`src/rtl/core/dmptlb_pkg.sv`:
```
package dmptlb_pkg;
  localparam int VADDR_BITS_DEF    = 22;
  localparam int PAGE_SHIFT_DEF    = 12;
  localparam int DYNAMIC_SLOTS_DEF = 16;
  localparam int FIXED_SLOTS_DEF   = 8;

  localparam int REQ_W   = 3;
  localparam int INT_W   = 3;
  localparam int SLOT_W  = 3;
  localparam int CNT_W   = 11;
  localparam int DATA_W  = 32;
  localparam int STAT_W  = 2;
  localparam int DC_W    = 5;
  localparam logic [DC_W-1:0] DC_RESET = 5'd16;

  localparam logic [DATA_W-1:0] PTE_FLAGS_MASK = 32'h0000_00FF;
  localparam logic [DATA_W-1:0] PTE_VALID      = 32'h0000_0080;
  localparam logic [DATA_W-1:0] PTE_FIXED      = 32'h0000_0040;

  typedef enum logic [REQ_W-1:0] {
    REQ_LOOKUP = 3'd0,
    REQ_FILL   = 3'd1,
    REQ_LOAD   = 3'd2,
    REQ_FLUSHD = 3'd3,
    REQ_FLUSHP = 3'd4
  } req_t;

  typedef enum logic [STAT_W-1:0] {
    ST_DONE    = 2'd0,
    ST_NOSLOT  = 2'd1,
    ST_XLFAIL  = 2'd2
  } status_t;

  typedef enum logic [3:0] {
    S_IDLE, S_CLEAR, S_RD, S_EXEC, S_FLUSH, S_UNLOAD, S_LOADW, S_FINAL, S_FINRD, S_OUT
  } state_t;

  typedef struct packed {
    logic cap;
    logic clr_step;
    logic exec;
    logic flush_step;
    logic unload_step;
    logic load_step;
    logic final_rd;
    logic final_cap;
    logic out_valid;
  } ctl_cmd_t;

  typedef struct packed {
    logic clr_done;
    logic load_req;
    logic load_ok;
    logic flush_req;
    logic flush_done;
    logic unload_done;
    logic load_done;
  } ctl_stat_t;
endpackage

```
`src/rtl/core/dmptlb_ctrl.sv`:
```
module dmptlb_ctrl (
  input  logic                  clk,
  input  logic                  rst_n,
  input  logic                  in_valid,
  output logic                  in_ready,
  input  logic                  out_ready,
  input  dmptlb_pkg::ctl_stat_t stat,
  output dmptlb_pkg::ctl_cmd_t  cmd
);
  import dmptlb_pkg::*;

  state_t state_r, state_nxt;

  always_ff @(posedge clk) begin
    if (!rst_n) begin
      state_r <= S_CLEAR;
    end else begin
      state_r <= state_nxt;
    end
  end

  always_comb begin
    state_nxt = state_r;
    unique case (state_r)
      S_CLEAR:  if (stat.clr_done) state_nxt = S_IDLE;
      S_IDLE:   if (in_valid) state_nxt = S_RD;
      S_RD:     state_nxt = S_EXEC;
      S_EXEC: begin
        if (stat.flush_req) state_nxt = S_FLUSH;
        else if (stat.load_req && stat.load_ok) state_nxt = S_UNLOAD;
        else state_nxt = S_FINAL;
      end
      S_FLUSH:  if (stat.flush_done) state_nxt = S_FINAL;
      S_UNLOAD: if (stat.unload_done) state_nxt = S_LOADW;
      S_LOADW:  if (stat.load_done) state_nxt = S_FINAL;
      S_FINAL:  state_nxt = S_FINRD;
      S_FINRD:  state_nxt = S_OUT;
      S_OUT:    if (out_ready) state_nxt = S_IDLE;
      default:  state_nxt = S_IDLE;
    endcase
  end

  always_comb begin
    cmd = '0;
    in_ready = 1'b0;
    unique case (state_r)
      S_CLEAR:  cmd.clr_step = 1'b1;
      S_IDLE: begin
        in_ready = 1'b1;
        cmd.cap = in_valid;
      end
      S_RD:     ;
      S_EXEC:   cmd.exec = 1'b1;
      S_FLUSH:  cmd.flush_step = 1'b1;
      S_UNLOAD: cmd.unload_step = 1'b1;
      S_LOADW:  cmd.load_step = 1'b1;
      S_FINAL:  cmd.final_rd = 1'b1;
      S_FINRD:  cmd.final_cap = 1'b1;
      S_OUT:    cmd.out_valid = 1'b1;
      default:  cmd = '0;
    endcase
  end
endmodule

```
`config.mk`:
```
export PLATFORM = sky130hd
export DESIGN_NAME = dmptlb_ctrl
export DESIGN_NICKNAME = d
export VERILOG_FILES = /design/src/rtl/core/dmptlb_pkg.sv /design/src/rtl/core/dmptlb_ctrl.sv
export SDC_FILE = /design/constraint.sdc
export NUM_CORES = 1
export LEC_CHECK = 0
export BUFFER_PORTS_ARGS = -buffer_cell sky130_fd_sc_hd__buf_4
export CAP_MARGIN = 25
export CORE_AREA = 3 3 40 42
export CTS_BUF_LIST = sky130_fd_sc_hd__clkbuf_8
export CTS_CLUSTER_DIAMETER = 200
export DETAILED_ROUTE_END_ITERATION = 8
export DIE_AREA = 0 0 43 45
export PLACE_DENSITY_LB_ADDON = 0.25
export SYNTH_ARGS = -nofsm -noshare
export SYNTH_HDL_FRONTEND = slang
export SYNTH_SLANG_ARGS = --single-unit
```
`constraint.sdc`:
```
create_clock -name clk -period 1.25 [get_ports clk]
set_input_delay 0.0625 -clock clk [delete_from_list [all_inputs] [get_ports clk]]
set_output_delay 0.0625 -clock clk [all_outputs]
set_load 0.05 [all_outputs]
```
### Word level (Yosys, flattened, before mapping)

Cells that the tools add are included.
W data, S select, Z words.

* register bits after elaboration: 4
* input port bits: 11
* output and inout bits: 10
* logic and storage cells: 38

* equal/unequal tests: 15
* mux-type cells: 19
* reductions and logical operators: 3

Operators with widths (count)
* $pmux W4 S10: 1
* $mux W4: 6
* $eq A4 B3 Y1 const B: 4
* $ne A2 B2 Y1 const B: 6
* $mux W1: 10
* $eq A4 B2 Y1 const B: 2
* $eq A4 B4 Y1 const B: 2
* $reduce_and A6 Y1: 1
* $eq A4 B1 Y1 const B: 1
* $logic_not A4 Y1: 1
* $mux W2: 2
* $logic_and A1 B1 Y1: 1

### Longest topological paths before layout

* depth in word-level cells: 4
* mapped depth: 5
* depth with buffers taken out: 4

### Least setup slack after synthesis

Ideal clock, no wire load.

* path kind: reg-to-output
* from: register state_r[1]
* to: output cmd[8] in the netlist's numbering
* data arrival time: 1.942 ns
* slack: -0.755 ns
* stages on the path, launching flop included: 5
* cell sequence: dfxtp_1 > buf_2 > or2_1 > nor2_1 > and2_1

RTL lines
* start, declared: RTL line dmptlb_ctrl.sv:12 `state_t state_r, state_nxt;`
* start signal, assigned: RTL line dmptlb_ctrl.sv:18 `state_r <= state_nxt;`
* end, declared: RTL line dmptlb_ctrl.sv:8 `output dmptlb_pkg::ctl_cmd_t cmd`

### Worst setup path after layout

* from: register state_r[2]
* to: register state_r[0]

* cells in the longest elaborated chain, start to end: 3
* elaborated cells between the ends (all ways): 18

RTL lines
* $eq A4 B1 Y1, or another cell as far along: RTL line dmptlb_ctrl.sv:24 `unique case (state_r)`
* $ne A2 B2 Y1 (no line)
* $reduce_and A6 Y1 (no line)

Several ways; a longest one is shown, not always the timed one.
A chain may end at the register's enable or synchronous reset.

==> run_results.csv <==
group,metric,value,unit
die,design.core.area,1280,um^2
global_route,overflow,0,
sta,timing.fmax,0.709,GHz
power_and_ir_drop,powerDensity,2340,nW/um^2
detailed_routing,detail_route.drc_violations,0,
setup_path,reg2reg_to,"state_r[0]",
yosys,synthesis.yosys.warnings,0,
sta,timing_hold_violations_final,0,
die,floorplan_die_height,45,um
layout,mostFrequentLayoutCell,"sky130_fd_sc_hd__buf_4",
detailed_routing,route.final.wire_length,1530,um
setup_path,crit_path_max_fanout,6,
layout,syn_to_final_growth,110,%
global_route,first_global_vias,575,
yosys,post_synth.cell_area_avg,7.92,um^2
layout,biggest_registers_after_layout,"state_r (4)",
sta,final_critical_path_setup_slack,-161,ps
sta,worstMarginPinSlew,269,ps
clock_tree,clk-insertion-delay-late,220,ps
sta,total_count_of_max_transition_violations_in_the_final_report,0,
yosys,share_of_synthesized_area_occupied_by_flip_flops_and_latches,0.195,
global_route,track_usage,0.185,
power_and_ir_drop,cellLeakagePower,0.360,nW
layout,insertedDiodeCount,0,
placed_design,placement.io_buffers,20,
die,fp.dieArea,1940,um^2
worst_hold_path,hold_path.class,"in2reg",
setup_path,required,1350,ps
detailed_routing,route.antenna.remaining_nets,0,
detailed_routing,routed-via-count,534,
placed_design,placement.setup.worst_slack,-218,ps
sta,period_share,1.13,
power_and_ir_drop,power.total,2.02,mW
die,fp-row-count,13,
worst_hold_path,hold_path.startpoint,"rst_n",
setup_path,setup.worst_path.class,"reg2reg",
setup_path,cp-start-kind,"flop",
yosys,netlist_area,412,um^2
detailed_routing,detail_route.iter0.violations,10,
layout,final_nets,101,
global_route,first_pass_grt_wire_length,2550,um
die,initial_cell_density_of_the_core,0.320,
worst_hold_path,holdPathStages,2,
global_route,grt_antenna_before_repair,0,
setup_path,end_kind,"flop",
clock_tree,clock_tree_root,"sky130_fd_sc_hd__clkbuf_8",
clock_tree,h_tree_depth_reported_by_cts,1,
die,die_w,43,um
setup_path,setup.reg_to_reg.worst_slack,-160,ps
sta,grt_setup_unrepaired,"true",
sta,final-setup-viol-count,11,
setup_path,reg2reg_from,"state_r[2]",
yosys,netlist-cell-type-count,28,
layout,highest_count_cells_in_the_layout_ignoring_fill_and_taps,"sky130_fd_sc_hd__buf_4 (23), sky130_fd_sc_hd__buf_6 (9), sky130_fd_sc_hd__nor2_2 (6)",
outcome,outcome,"finished with violations",
clock_tree,cts_inserted_buffers,3,
layout,registers.top_by_ff_count,"state_r",
sta,worst_clock_skew,1.13,ps
detailed_routing,post_drt_wl_per_cell,14.8,um
outcome,failing_checks,"negative setup slack",
sta,period_minus_slack,1410,ps
detailed_routing,drt-pass1-iter-count,4,
placed_design,gp_routability_congestion,0.773,
die,io_pins,21,
clock_tree,count_of_clock_tree_sinks,4,
clock_tree,tritoncts,"done",
clock_tree,clk_pin_slew_worst_paths,30,ps
placed_design,hpwl,935,um
yosys,synth-seq-cells,4,
setup_path,worstRegToRegCells,4,
yosys,postSynthNetCount,63,
sta,slew-limit-headroom,0.820,
setup_path,crit_arrival,1520,ps
worst_hold_path,min_delay_worst_endpoint,"state_r[3]",
yosys,syn_inst,52,
clock_tree,cts-root-to-sink-buffers,2,
layout,final_core_utilization,0.674,
layout,largest_register_ffs,4,
layout,drive_gt1_frac,0.773,
detailed_routing,route.detailed.vias_per_inst,5.18,
global_route,grt_max_degree,10,
power_and_ir_drop,vdd_ir_drop_max,1.14,mV
run,max_cap_violations,0,
-- power by group --
part	leakage, nW	switching, mW	total, mW	internal, mW
Clock	0.0216	0.0791	0.285	0.206
Sequential	0.0343	0.0557	0.238	0.182
Combinational	0.304	0.780	1.50	0.722
-- area by class of cell --
class	instances	area, um^2
Tap cell	15	18.8
Sequential cell	4	87.6
Timing Repair Buffer	36	334
Multi-Input combinational cell	43	377
Inverter	2	7.51
Fill cell	103	419
Clock buffer	3	41.3
-- cells by family (layout without fill, tap and decap cells) --
group	after synthesis	after routing	share of synthesized area
multiplexers	1	1	0.0365
buffers and inverters	5	41	0.0851
flip-flops	4	4	0.195
AND/OR/NAND/NOR	27	27	0.392
XOR/XNOR	1	1	0.0213
AO/OA/AOI/OAI	14	14	0.270
-- synthesized netlist by cell type, drive strengths merged --
cell	n	share of area
nor2	10	0.091
dfxtp	4	0.19
nand2b	4	0.061
a21oi	3	0.036
buf	3	0.067
nand2	3	0.027
a211oi	2	0.036
inv	2	0.018
nor4b	2	0.073
o21ai	2	0.024
o221ai	2	0.058
or2	2	0.030
a31oi	1	0.030
and2	1	0.015
and4bb	1	0.030
mux2	1	0.036
nand3	1	0.012
nand3b	1	0.018
nor2b	1	0.015
nor3b	1	0.018
o21a	1	0.018
o21bai	1	0.027
o22a	1	0.021
o31ai	1	0.018
xnor2	1	0.021
-- through the flow --
stage | hold WS, ps | setup TNS, ps | cell area, um^2 | std cells
after detailed placement | 324 | -218 | 684 | 96
after floorplan | 180 | -353 | 459 | 52
after CTS | 104 | -616 | 840 | 102
after global routing | 122 | -1350 | 866 | 103
final | 113 | -871 | 866 | 103
after global placement | 331 | -188 | 684 | 96
-- worst max-delay path, stage by stage (launching register included) --
cell and delay (ps):
sky130_fd_sc_hd__dfxtp_4 350, sky130_fd_sc_hd__or2_4 230, sky130_fd_sc_hd__o22a_1 240, sky130_fd_sc_hd__o221ai_2 160, sky130_fd_sc_hd__mux2_4 310
-- routing by layer --
layer  wire (um)  track usage  vias to the layer above
li1            -            -                      262
met1         616        0.200                      251
met2         817        0.326                       18
met3          70       0.0518                        3
met4          24        0.102                        0
met5           0            0                        -
-- timing repair --
item	in CTS	in global routing
pin swaps	6	3
hold buffers	0	0
buffers inserted	3	1
endpoints found under the setup margin	12	12
resized for setup	25	5
cloned	0	0
-- worst max path at each step --
stage,from,slack (ps),cells past startpoint,end
finish,state_r[2],-160,4,state_r[0]
detailed placement,state_r[2],-220,4,state_r[0]
global placement,state_r[2],-190,4,state_r[0]
floorplan,state_r[1],-140,4,cmd[8]
CTS,state_r[2],-140,4,state_r[0]
global route,state_r[2],-180,4,state_r[0]
Power figures use the tool's default switching activity.
